[config.mk]
export PLATFORM = sky130hd
export DESIGN_NAME = cch_ctrl
export DESIGN_NICKNAME = d
export VERILOG_FILES = /design/src/rtl/core/cch_pkg.sv /design/src/rtl/core/cch_ctrl.sv
export SDC_FILE = /design/constraint.sdc
export NUM_CORES = 1
export LEC_CHECK = 0
export BUFFER_PORTS_ARGS = -buffer_cell sky130_fd_sc_hd__buf_2
export CAP_MARGIN = 40
export CORE_AREA = 4 4 41 43
export CTS_CLUSTER_DIAMETER = 120
export DETAILED_ROUTE_END_ITERATION = 7
export DIE_AREA = 0 0 45 47
export PLACE_DENSITY = 0.49
export SLEW_MARGIN = 20
export SYNTH_ARGS = -nofsm -noshare
export SYNTH_HDL_FRONTEND = slang
export SYNTH_SLANG_ARGS = --single-unit
[constraint.sdc]
create_clock -name clk -period 1.4 [get_ports clk]
set_input_delay 0.21 -clock clk [delete_from_list [all_inputs] [get_ports clk]]
set_output_delay 0.21 -clock clk [all_outputs]
set_load 0.01 [all_outputs]
[src/rtl/core/cch_pkg.sv]
// cch_pkg: shared constants, opcodes, register indexes and control types
// for the counter coincidence histogram; used by every module in rtl/core.
// no dependencies
`default_nettype none

package cch_pkg;

	localparam int MAX_HITS_DEF     = 64;
	localparam int MAX_COUNTERS_DEF = 32;
	localparam int TIME_WIDTH_DEF   = 48;

	localparam int ID_W   = 8;
	localparam int BIN_W  = 5;
	localparam int WIN_W  = 31;
	localparam int CNT_W  = 32;
	localparam int EVT_W  = 13;
	localparam int CIDX_W = 3;

	localparam logic OP_HIT  = 1'b0;
	localparam logic OP_READ = 1'b1;

	localparam logic [CIDX_W-1:0] REG_FIRST_LOW   = 3'd0;
	localparam logic [CIDX_W-1:0] REG_FIRST_HIGH  = 3'd1;
	localparam logic [CIDX_W-1:0] REG_SECOND_LOW  = 3'd2;
	localparam logic [CIDX_W-1:0] REG_SECOND_HIGH = 3'd3;
	localparam logic [CIDX_W-1:0] REG_WINDOW      = 3'd4;

	localparam logic [ID_W-1:0]  FIRST_LOW_RST   = 8'd0;
	localparam logic [ID_W-1:0]  FIRST_HIGH_RST  = 8'd31;
	localparam logic [ID_W-1:0]  SECOND_LOW_RST  = 8'd32;
	localparam logic [ID_W-1:0]  SECOND_HIGH_RST = 8'd63;
	localparam logic [WIN_W-1:0] WINDOW_RST      = '0;

	typedef enum logic [2:0] {
		ST_CLEAR,
		ST_IDLE,
		ST_WALK,
		ST_DRAIN,
		ST_READ,
		ST_DONE
	} cch_state_t;

	typedef struct packed {
		logic clear_step;
		logic hit_load;
		logic read_issue;
		logic walk_init;
		logic walk_issue;
		logic evt_close;
		logic out_load_evt;
		logic out_load_read;
	} cch_cmd_t;

	typedef struct packed {
		logic clear_last;
		logic walk_empty;
		logic walk_last;
		logic pipe_busy;
	} cch_status_t;

endpackage

`default_nettype wire

[src/rtl/core/cch_ctrl.sv]
// cch_ctrl: controller state machine, request handshakes and output valid
// depends on cch_pkg
`default_nettype none

module cch_ctrl (
	input  wire logic                 clk,
	input  wire logic                 arst_n,
	input  wire logic                 in_valid,
	output logic                      in_ready,
	input  wire logic                 operation,
	input  wire logic                 end_of_event,
	output logic                      out_valid,
	input  wire logic                 out_ready,
	output cch_pkg::cch_cmd_t         cmd,
	input  wire cch_pkg::cch_status_t status
);

	cch_pkg::cch_state_t state_q, state_d;
	logic                out_valid_q;
	logic                out_free;

	assign out_free  = !out_valid_q || out_ready;
	assign out_valid = out_valid_q;

	always_ff @(posedge clk or negedge arst_n) begin
		if (!arst_n) begin
			state_q <= cch_pkg::ST_CLEAR;
		end else begin
			state_q <= state_d;
		end
	end

	always_ff @(posedge clk or negedge arst_n) begin
		if (!arst_n) begin
			out_valid_q <= 1'b0;
		end else if (cmd.out_load_evt || cmd.out_load_read) begin
			out_valid_q <= 1'b1;
		end else if (out_ready) begin
			out_valid_q <= 1'b0;
		end
	end

	always_comb begin
		state_d  = state_q;
		in_ready = 1'b0;
		cmd      = '0;
		unique case (state_q)
			cch_pkg::ST_CLEAR: begin
				cmd.clear_step = 1'b1;
				if (status.clear_last) begin
					state_d = cch_pkg::ST_IDLE;
				end
			end
			cch_pkg::ST_IDLE: begin
				in_ready = 1'b1;
				if (in_valid) begin
					if (operation == cch_pkg::OP_READ) begin
						cmd.read_issue = 1'b1;
						state_d        = cch_pkg::ST_READ;
					end else begin
						cmd.hit_load = 1'b1;
						if (end_of_event) begin
							cmd.walk_init = 1'b1;
							state_d       = cch_pkg::ST_WALK;
						end
					end
				end
			end
			cch_pkg::ST_WALK: begin
				if (status.walk_empty) begin
					state_d = cch_pkg::ST_DRAIN;
				end else begin
					cmd.walk_issue = 1'b1;
					if (status.walk_last) begin
						state_d = cch_pkg::ST_DRAIN;
					end
				end
			end
			cch_pkg::ST_DRAIN: begin
				if (!status.pipe_busy) begin
					state_d = cch_pkg::ST_DONE;
				end
			end
			cch_pkg::ST_DONE: begin
				if (out_free) begin
					cmd.out_load_evt = 1'b1;
					cmd.evt_close    = 1'b1;
					state_d          = cch_pkg::ST_IDLE;
				end
			end
			cch_pkg::ST_READ: begin
				if (out_free) begin
					cmd.out_load_read = 1'b1;
					state_d           = cch_pkg::ST_IDLE;
				end
			end
			default: begin
				state_d = cch_pkg::ST_IDLE;
			end
		endcase
	end

endmodule

`default_nettype wire

==> flow_metrics.py, run 1 <==
metrics = {
    "power_and_ir_drop": {
        "cellPowerDensity_nw_per_um2": 2020,
        "power.share.combinational_pct": 68.7,
        "p_int_uw": 683,
        "p_seq_share_pct": 19.1,
        "netSwitchingPower_uw": 441,
        "p_leak_uw": 0.000304,
        "clkPwrFrac_pct": 12.2,
        "ir_worst_vdd_uv": 644,
        "swShare_pct": 39.2,
    },
    "synthesis": {
        "synthMuxAreaShare_pct": 10.5,
        "netlist_area_um2": 310,
        "synth-compound-area-share_pct": 12.9,
        "synth_most_common_cell": "nor2_1",
        "synth_nets": 50,
        "synth.area.top_cells": "dfrtp_1 (32%), nor2_1 (9.7%), mux2_1 (7.3%)",
        "synthAdderAreaFrac_pct": 0,
        "ys_warn_count": 0,
        "synth-simple-area-share_pct": 34.7,
        "synth_top_cell_by_area": "dfrtp_1",
        "synthCells": 40,
        "synth-seq-cells": 4,
        "ys_async_sr_fraction_pct": 100,
        "yosys-top-cells-count": "nor2_1 (8), dfrtp_1 (4), nand2_1 (4)",
        "ys_seq_area_share_pct": 32.3,
        "synth.top_cell.area_share_pct": 32.3,
        "synth_edf_count": 0,
        "avgSynthCellArea_um2": 7.76,
        "ys_types": 22,
        "yosys.area_share.xor_xnor_pct": 0,
        "synth_top_family_by_area": "simple AND/OR/NAND/NOR gates",
        "synth_flop_cell": "dfrtp_1",
    },
    "outcome": {
        "failed_checks": "negative setup slack",
        "status": "complete, but fails checks",
    },
    "cells_and_area": {
        "multi_input_area_um2": 210,
        "area.growth.synth_to_final_pct": 79.4,
        "fin_util_pct": 42.8,
        "ff_latch_area_um2": 103,
        "diodes": 0,
        "final_layout_size_suffix_gt1_share_pct": 60.0,
        "fin_nets": 82,
        "fill_cells": 144,
        "stdcell_area_um2": 557,
    },
    "sta": {
        "hold-worst-slack_ns": 0.305,
        "finalMaxSlewViolations": 0,
        "fin_crit_ns": 1.45,
        "final-hold-violation-count": 0,
        "fmax_mhz": 692,
        "fin_skew_ns": 0.00222,
        "rsz0062_at_grt": "yes",
        "finalSetupTns_ns": -0.213,
        "worst_pin_slew_ns": 0.187,
        "relSlewSlack_pct": 87.5,
        "setup_slack_ns": -0.0459,
        "setup_viol": 7,
        "fin_crit_sh_pct": 103,
    },
    "critical_path": {
        "end_kind": "register",
        "cp_data_required_time_ns": 1.51,
        "worstPathMaxFanout": 8,
        "path_class": "register to register",
        "slowest_delay_ns": 0.36,
        "cp.arrival_ns": 1.55,
        "cpMostUsedCell": "buf_6",
        "worstPathCellList": "buf_6 > buf_6 > nor2_1 > a221o_1 > mux2_1",
        "cp-start-kind": "register",
        "cp_slowest_cell": "dfrtp_1",
    },
    "placed_design": {
        "io_buffers": 19,
        "dpl_cell_area_um2": 455,
        "gp_congestion": 0.714,
        "hpwl_um": 709,
        "pre_cts_slack_ns": -0.122,
    },
    "floorplan": {
        "die_w_um": 45,
        "dieArea_um2": 2120,
        "row_count": 13,
        "core_um2": 1300,
        "fp.dieH_um": 47,
        "start_util_pct": 23.8,
        "ios": 20,
    },
    "drt": {
        "route.vias.total": 367,
        "drc": 0,
        "drt_iter0_markers": 5,
        "wl_per_cell_um": 10.6,
        "dr.pass1.iters": 3,
        "drtAntennaViolNets": 0,
        "wirelength_um": 903,
        "post_drt_via_cell_ratio": 4.32,
    },
    "clock_tree": {
        "cts_root_buffer": "clkbuf_4",
        "clk_pin_slew_ns": 0.04,
        "cts_made_buffers": 3,
        "clock_latency_ns": 0.23,
        "numClockSinks": 4,
        "h-tree-depth": 1,
        "clk_path_buf_depth": 2,
        "cts_tree": "done",
    },
    "grt": {
        "antenna_found_initial": 0,
        "grtUsageTotal_pct": 9.60,
        "first_global_vias": 374,
        "grt.overflow.total": 0,
        "grt_start_max_net_pins": 9,
        "grt_pass1_wl_um": 1430,
    },
    "worst_hold_path": {
        "hold_path_class": "primary input to async pin",
    },
    "flow_run": {
        "max_cap_violations": 0,
    },
}
## routing by layer
| metal | up-vias | track usage (%) | wire (um) |
|---|---|---|---|
| met2 | 7 | 16.4 | 478 |
| met1 | 164 | 10.4 | 370 |
| met4 | 0 | 5.26 | 0 |
| met5 | - | 0 | 0 |
| met3 | 0 | 3.45 | 54 |
| li1 | 196 | - | - |
## logic make-up (layout without fill, tap and decap cells)
logic type | count (synthesis) | after routing
compound gates | 5 | 5
buf+inv | 6 | 36
flops | 4 | 4
mux | 3 | 3
simple gates | 22 | 22
## layout make-up
type / count / share of cell area (%)
multi-input combinational: 30 / 37.8
timing repair buffer: 30 / 34.4
sequential: 4 / 18.4
clock buffer: 3 / 4.04
tap: 15 / 3.37
inverter: 3 / 2.02
## worst max-delay path: cells and delay by family, from the launching register on
family | cells | cell delay, ns
AOI/OAI and AO/OA | 1 | 0.35
buffers and inverters | 2 | 0.25
DFF | 1 | 0.36
muxes | 1 | 0.31
and+or+nand+nor | 1 | 0.05
## path summary, 6_finish.rpt
path	start	endpoint	cells after the start	slack [ns]
setup / recovery	state_q[0]	state_q[1]	5	-0.05
hold / removal	arst_n	state_q[0]	2	0.31
setup reg to reg	state_q[0]	state_q[1]	5	-0.05
hold reg to reg	out_valid	out_valid	2	0.54
max in group asynchronous	arst_n	state_q[2]	2	0.96
min in group clk	out_ready	out_valid	3	0.31
## power groups by stage
stage / clock network (uW) / logic (uW) / registers, uW
2_1_floorplan: 0 / 410 / 205
3_3_place_gp: 0 / 593 / 223
3_5_place_dp: 0 / 590 / 226
4_1_cts: 147 / 724 / 210
5_1_grt: 157 / 850 / 220
6_report: 137 / 772 / 214
## through the flow
step | cells | power [uW]
floorplan | 40 | 615
global placement | 77 | 816
detailed placement | 77 | 815
CTS | 85 | 1080
global route | 85 | 1230
finish | 85 | 1120
## registers in the layout, summed over array words and instances, names as in the netlist
register and cells:
out_valid 1, state_q 3
## what timing repair did
action | in CTS | in global routing
resized for setup | 8 | 5
pin swaps | 4 | 2
endpoints found under the setup margin | 9 | 10
setup buffers | 4 | 0
hold endpoints to repair | 4 | 0
hold buffers | 1 | 0
## layout by cell type (no fill, tap or decap), drive strengths merged, types with 2 or more instances in the layout
master and instances:
nand2 4, nor3 2, buf 29, clkbuf 3, mux2 2, dfrtp 4, nor2 8, inv 3
nand2b 2
(Power assumes the default switching activity.)
==> run 2: changes to the inputs <==
Settings changed: PLACE_DENSITY 0.49 to 0.47.
Clock period 1.4 ns to 1.6 ns, I/O delays scaled along.
==> flow_metrics.py, run 2 (same netlist as run 1, synthesis figures left out) <==
metrics = {
    "cells_and_area": {
        "ff_latch_area_um2": 104,
        "final_cell_mix": "buf_2 (19), nor2_1 (8), nand2_1 (4), buf_4 (4)",
        "final_cells": 79,
        "fin_util_pct": 37.0,
        "diodes": 0,
        "area.growth.synth_to_final_pct": 55.2,
        "fin_nets": 76,
        "top_register": "state_q",
        "fill_cells": 134,
        "final_layout_size_suffix_gt1_share_pct": 53.1,
        "largest_reg_flops": 3,
        "final_common_cell": "buf_2",
        "multi_input_area_um2": 190,
    },
    "sta": {
        "fin_skew_ns": 0.00592,
        "setup_slack_ns": 0.0519,
        "fin_crit_sh_pct": 96.8,
        "worst_pin_slew_ns": 0.181,
        "fmax_mhz": 646,
        "finalMaxSlewViolations": 0,
        "final-hold-violation-count": 0,
        "rsz0062_at_grt": "yes",
        "relSlewSlack_pct": 87.9,
        "setup_viol": 0,
        "fin_crit_ns": 1.55,
    },
    "drt": {
        "topRoutingLayerUsed": "met3",
        "met1Wirelength_um": 416,
        "route.vias.total": 323,
        "post_drt_via_cell_ratio": 4.09,
        "dr.pass1.iters": 3,
        "wl_met2_um": 270,
        "wl_met3_um": 92,
        "wl_per_cell_um": 9.86,
        "drt_iter0_markers": 5,
        "drtAntennaViolNets": 0,
        "wirelength_um": 779,
        "drc": 0,
    },
    "placed_design": {
        "gp_congestion": 0.785,
        "hpwl_um": 615,
        "pre_cts_slack_ns": 0.126,
        "dp.cells": 72,
        "io_buffers": 19,
    },
    "critical_path": {
        "cp.arrival_ns": 1.65,
        "reg2reg_from": "state_q[1]",
        "end_kind": "register",
        "worstPathMaxFanout": 6,
        "path_class": "register to register",
        "critPathLaunch": "state_q[1]",
        "cp-start-kind": "register",
        "cp_data_required_time_ns": 1.70,
    },
    "flow_run": {
        "max_cap_violations": 0,
    },
    "floorplan": {
        "row_count": 13,
        "dieArea_um2": 2120,
        "start_util_pct": 23.8,
        "fp.dieH_um": 47,
        "core_um2": 1300,
        "die_w_um": 45,
        "ios": 20,
    },
    "clock_tree": {
        "numClockSinks": 4,
        "cts_tree": "done",
        "cts_root_buffer": "clkbuf_4",
        "cts_made_buffers": 3,
        "clock_latency_ns": 0.23,
        "h-tree-depth": 1,
        "clk_pin_slew_ns": 0.04,
        "clk_path_buf_depth": 2,
    },
    "grt": {
        "first_global_vias": 259,
        "grtUsageTotal_pct": 7.61,
        "grt.overflow.total": 0,
        "grt_start_max_net_pins": 11,
        "grt_pass1_wl_um": 1150,
        "antenna_found_initial": 0,
    },
    "worst_hold_path": {
        "hold_path_class": "primary input to register",
        "hold_start": "out_ready",
    },
    "outcome": {
        "status": "finished clean",
    },
    "power_and_ir_drop": {
        "p_leak_uw": 0.000268,
        "ir_worst_vdd_uv": 810,
        "cellPowerDensity_nw_per_um2": 1690,
    },
}
[run 2: changes by cell type in the layout (fill, tap and decap cells not counted), sizes merged]
cell and change:
buf -6
[run 2: through the flow]
| step | power (uW) | cell area, um2 | TNS [ns] | hold slack, ns |
|---|---|---|---|---|
| 2_1_floorplan | 505 | 310 | 0 | -0.0556 |
| 3_3_place_gp | 629 | 413 | 0 | 0.0514 |
| 3_5_place_dp | 623 | 413 | 0 | 0.0525 |
| 4_1_cts | 759 | 448 | 0 | 0.335 |
| 5_1_grt | 900 | 482 | -0.0537 | 0.365 |
| 6_report | 815 | 482 | 0 | 0.336 |
[run 2: where the power goes]
group | leakage (uW) | internal, uW | total [uW] | switching [uW]
sequential | 0.0000466 | 152 | 218 | 66.1
clock | 0.0000138 | 83.7 | 122 | 38.4
combinational | 0.000207 | 249 | 474 | 225
total | 0.000268 | 485 | 815 | 329
[run 2: cell type report]
type | count | area share [%]
Clock buffer | 3 | 4.68
Inverter | 3 | 2.34
Multi-Input combinational cell | 30 | 39.5
Sequential cell | 4 | 21.6
Tap cell | 15 | 3.90
Timing Repair Buffer | 24 | 28.1
[run 2: routing by layer]
layer / up-vias / global-route usage, %
li1: 181 / -
met1: 126 / 11.7
met2: 16 / 8.47
met3: 0 / 3.45
met4: 0 / 3.51
met5: - / 0
[run 2: critical path, stage by stage (launching register included)]
cell and delay [ns]:
dfrtp_2 0.43, buf_4 0.15, and2b_1 0.16, nor3b_2 0.15
a221o_1 0.20, mux2_1 0.33
[run 2: repair_timing]
item | 4_1_cts | 5_1_grt
resized for setup | 2 | 4
hold endpoints to repair | 4 | 0
hold buffers | 1 | 0
setup endpoints to repair | 1 | 5
buffers inserted | 0 | 3
pin swaps | 0 | 1
[run 2: worst paths after layout]
check / to / slack [ns] / cells past startpoint
setup reg to reg: state_q[0] / 0.05 / 5
hold reg to reg: out_valid / 0.55 / 2
min in group asynchronous: out_valid / 0.35 / 2
hold / removal: out_valid / 0.34 / 3
setup / recovery: state_q[0] / 0.05 / 5
max in group asynchronous: state_q[1] / 1.11 / 2
==> run 3: changes to the inputs <==
Settings changed: PLACE_DENSITY 0.47 to unset, PLACE_DENSITY_LB_ADDON set to 0.25.
==> flow_metrics.py, run 3 (same netlist as run 1, synthesis figures left out) <==
metrics = {
    "outcome": {
        "status": "finished clean",
    },
    "placed_design": {
        "dp.cells": 71,
        "gp_congestion": 0.696,
        "pre_cts_slack_ns": 0.0387,
        "dpl_cell_area_um2": 405,
        "hpwl_um": 623,
        "io_buffers": 19,
    },
    "floorplan": {
        "ios": 20,
        "fp.dieH_um": 47,
        "row_count": 13,
        "start_util_pct": 23.8,
        "core_um2": 1300,
        "dieArea_um2": 2120,
        "die_w_um": 45,
    },
    "grt": {
        "busiest_layer": "met2",
        "grt_pass1_wl_um": 1260,
        "use_met3_pct": 1.15,
        "use_met1_pct": 9.24,
        "grt.overflow.total": 0,
        "grtUsageTotal_pct": 8.26,
        "grt_start_max_net_pins": 11,
        "grtUsageMet2_pct": 14.7,
        "first_global_vias": 320,
        "antenna_found_initial": 0,
    },
    "power_and_ir_drop": {
        "netSwitchingPower_uw": 356,
        "p_total_uw": 920,
        "cellPowerDensity_nw_per_um2": 1790,
        "p_int_uw": 564,
        "p_leak_uw": 0.000288,
        "p_seq_share_pct": 20.9,
        "power.share.combinational_pct": 66.1,
        "swShare_pct": 38.7,
        "clkPwrFrac_pct": 12.9,
        "ir_worst_vdd_uv": 769,
    },
    "cells_and_area": {
        "final_common_cell": "buf_2",
        "fin_nets": 78,
        "final_layout_size_suffix_gt1_share_pct": 57.6,
        "fin_util_pct": 39.5,
        "ff_latch_area_um2": 104,
        "multi_input_area_um2": 204,
        "final_cells": 81,
        "top_register": "state_q",
        "fill_cells": 149,
        "area.growth.synth_to_final_pct": 65.7,
        "diodes": 0,
        "largest_reg_flops": 3,
        "stdcell_area_um2": 514,
        "final_cell_mix": "buf_2 (19), nor2_1 (8), buf_4 (5)",
    },
    "worst_hold_path": {
        "hold_path_class": "primary input to async pin",
    },
    "sta": {
        "setup_viol": 0,
        "fin_skew_ns": 0.000188,
        "worst_pin_slew_ns": 0.176,
        "fin_crit_ns": 1.58,
        "rsz0062_at_grt": "yes",
        "final-hold-violation-count": 0,
        "relSlewSlack_pct": 88.3,
        "finalMaxSlewViolations": 0,
        "setup_slack_ns": 0.0231,
        "fmax_mhz": 634,
        "fin_crit_sh_pct": 98.6,
    },
    "critical_path": {
        "timing.rr.end": "state_q[1]",
        "ff2ff_path_depth": 5,
        "worstPathMaxFanout": 6,
        "cp-start-kind": "register",
        "end_kind": "register",
        "cp_data_required_time_ns": 1.71,
        "path_class": "register to register",
        "worstSetupEndpoint": "state_q[1]",
        "r2r_slack_ns": 0.02,
        "cp.arrival_ns": 1.68,
        "reg2reg_from": "state_q[1]",
        "critPathLaunch": "state_q[1]",
    },
    "drt": {
        "wirelength_um": 850,
        "drt_iter0_markers": 2,
        "wl_per_cell_um": 10.5,
        "drtAntennaViolNets": 0,
        "dr.pass1.iters": 3,
        "post_drt_via_cell_ratio": 4.47,
        "route.vias.total": 362,
        "drc": 0,
    },
    "clock_tree": {
        "clk_pin_slew_ns": 0.04,
        "cts_tree": "done",
        "cts_made_buffers": 3,
        "clk_path_buf_depth": 2,
        "clock_latency_ns": 0.23,
        "numClockSinks": 4,
        "h-tree-depth": 1,
        "cts_root_buffer": "clkbuf_4",
    },
    "flow_run": {
        "max_cap_violations": 0,
    },
}
run 3: cell count changes in the layout (fill, tap and decap cells not counted), sizes merged:
cell | before | now
buf | 23 | 25
run 3: stage by stage:
stage                     hold slack (ns)  setup TNS (ns)
after floorplan                   -0.0556               0
after global placement             0.0492               0
after detailed placement           0.0459               0
after CTS                           0.330               0
after global routing                0.368         -0.0518
final                               0.346               0
run 3: layout make-up:
class | instances | area share [%]
clock buffer | 3 | 4.38
sequential | 4 | 20.2
tap | 15 | 3.65
inverter | 3 | 2.19
timing repair buffer | 26 | 29.9
multi-input combinational | 30 | 39.7
run 3: worst min-delay path by stage:
stage	to	slack, ns	cells past startpoint	from
2_1_floorplan	out_valid	-0.06	0	arst_n
3_3_place_gp	state_q[2]	0.05	1	arst_n
3_5_place_dp	out_valid	0.05	1	arst_n
4_1_cts	out_valid	0.33	2	arst_n
5_1_grt	out_valid	0.37	2	arst_n
6_report	out_valid	0.35	2	arst_n
run 3: critical path, cell delays in order, from the launching register on:
cell and delay (ns):
dfrtp_2 0.42, buf_6 0.13, and2b_1 0.17, nor3b_2 0.18
a221o_1 0.24, mux2_4 0.32
run 3: repair_timing:
action	4_1_cts	5_1_grt
setup buffers	4	2
pin swaps	0	3
endpoints found under the setup margin	1	3
hold buffers	1	0
resized for setup	3	6
endpoints found under the hold margin	4	0
run 3: layer usage:
metal | wire [um] | vias to the layer above
li1 | - | 188
met5 | 0 | -
met1 | 334 | 167
met3 | 37 | 0
met2 | 478 | 7
met4 | 0 | 0
run 3: power groups by stage:
| stage | combinational (uW) | sequential, uW | clock, uW |
|---|---|---|---|
| 2_1_floorplan | 330 | 176 | 0 |
| 3_3_place_gp | 382 | 229 | 0 |
| 3_5_place_dp | 384 | 228 | 0 |
| 4_1_cts | 478 | 204 | 128 |
| 5_1_grt | 674 | 196 | 128 |
| 6_report | 608 | 193 | 119 |
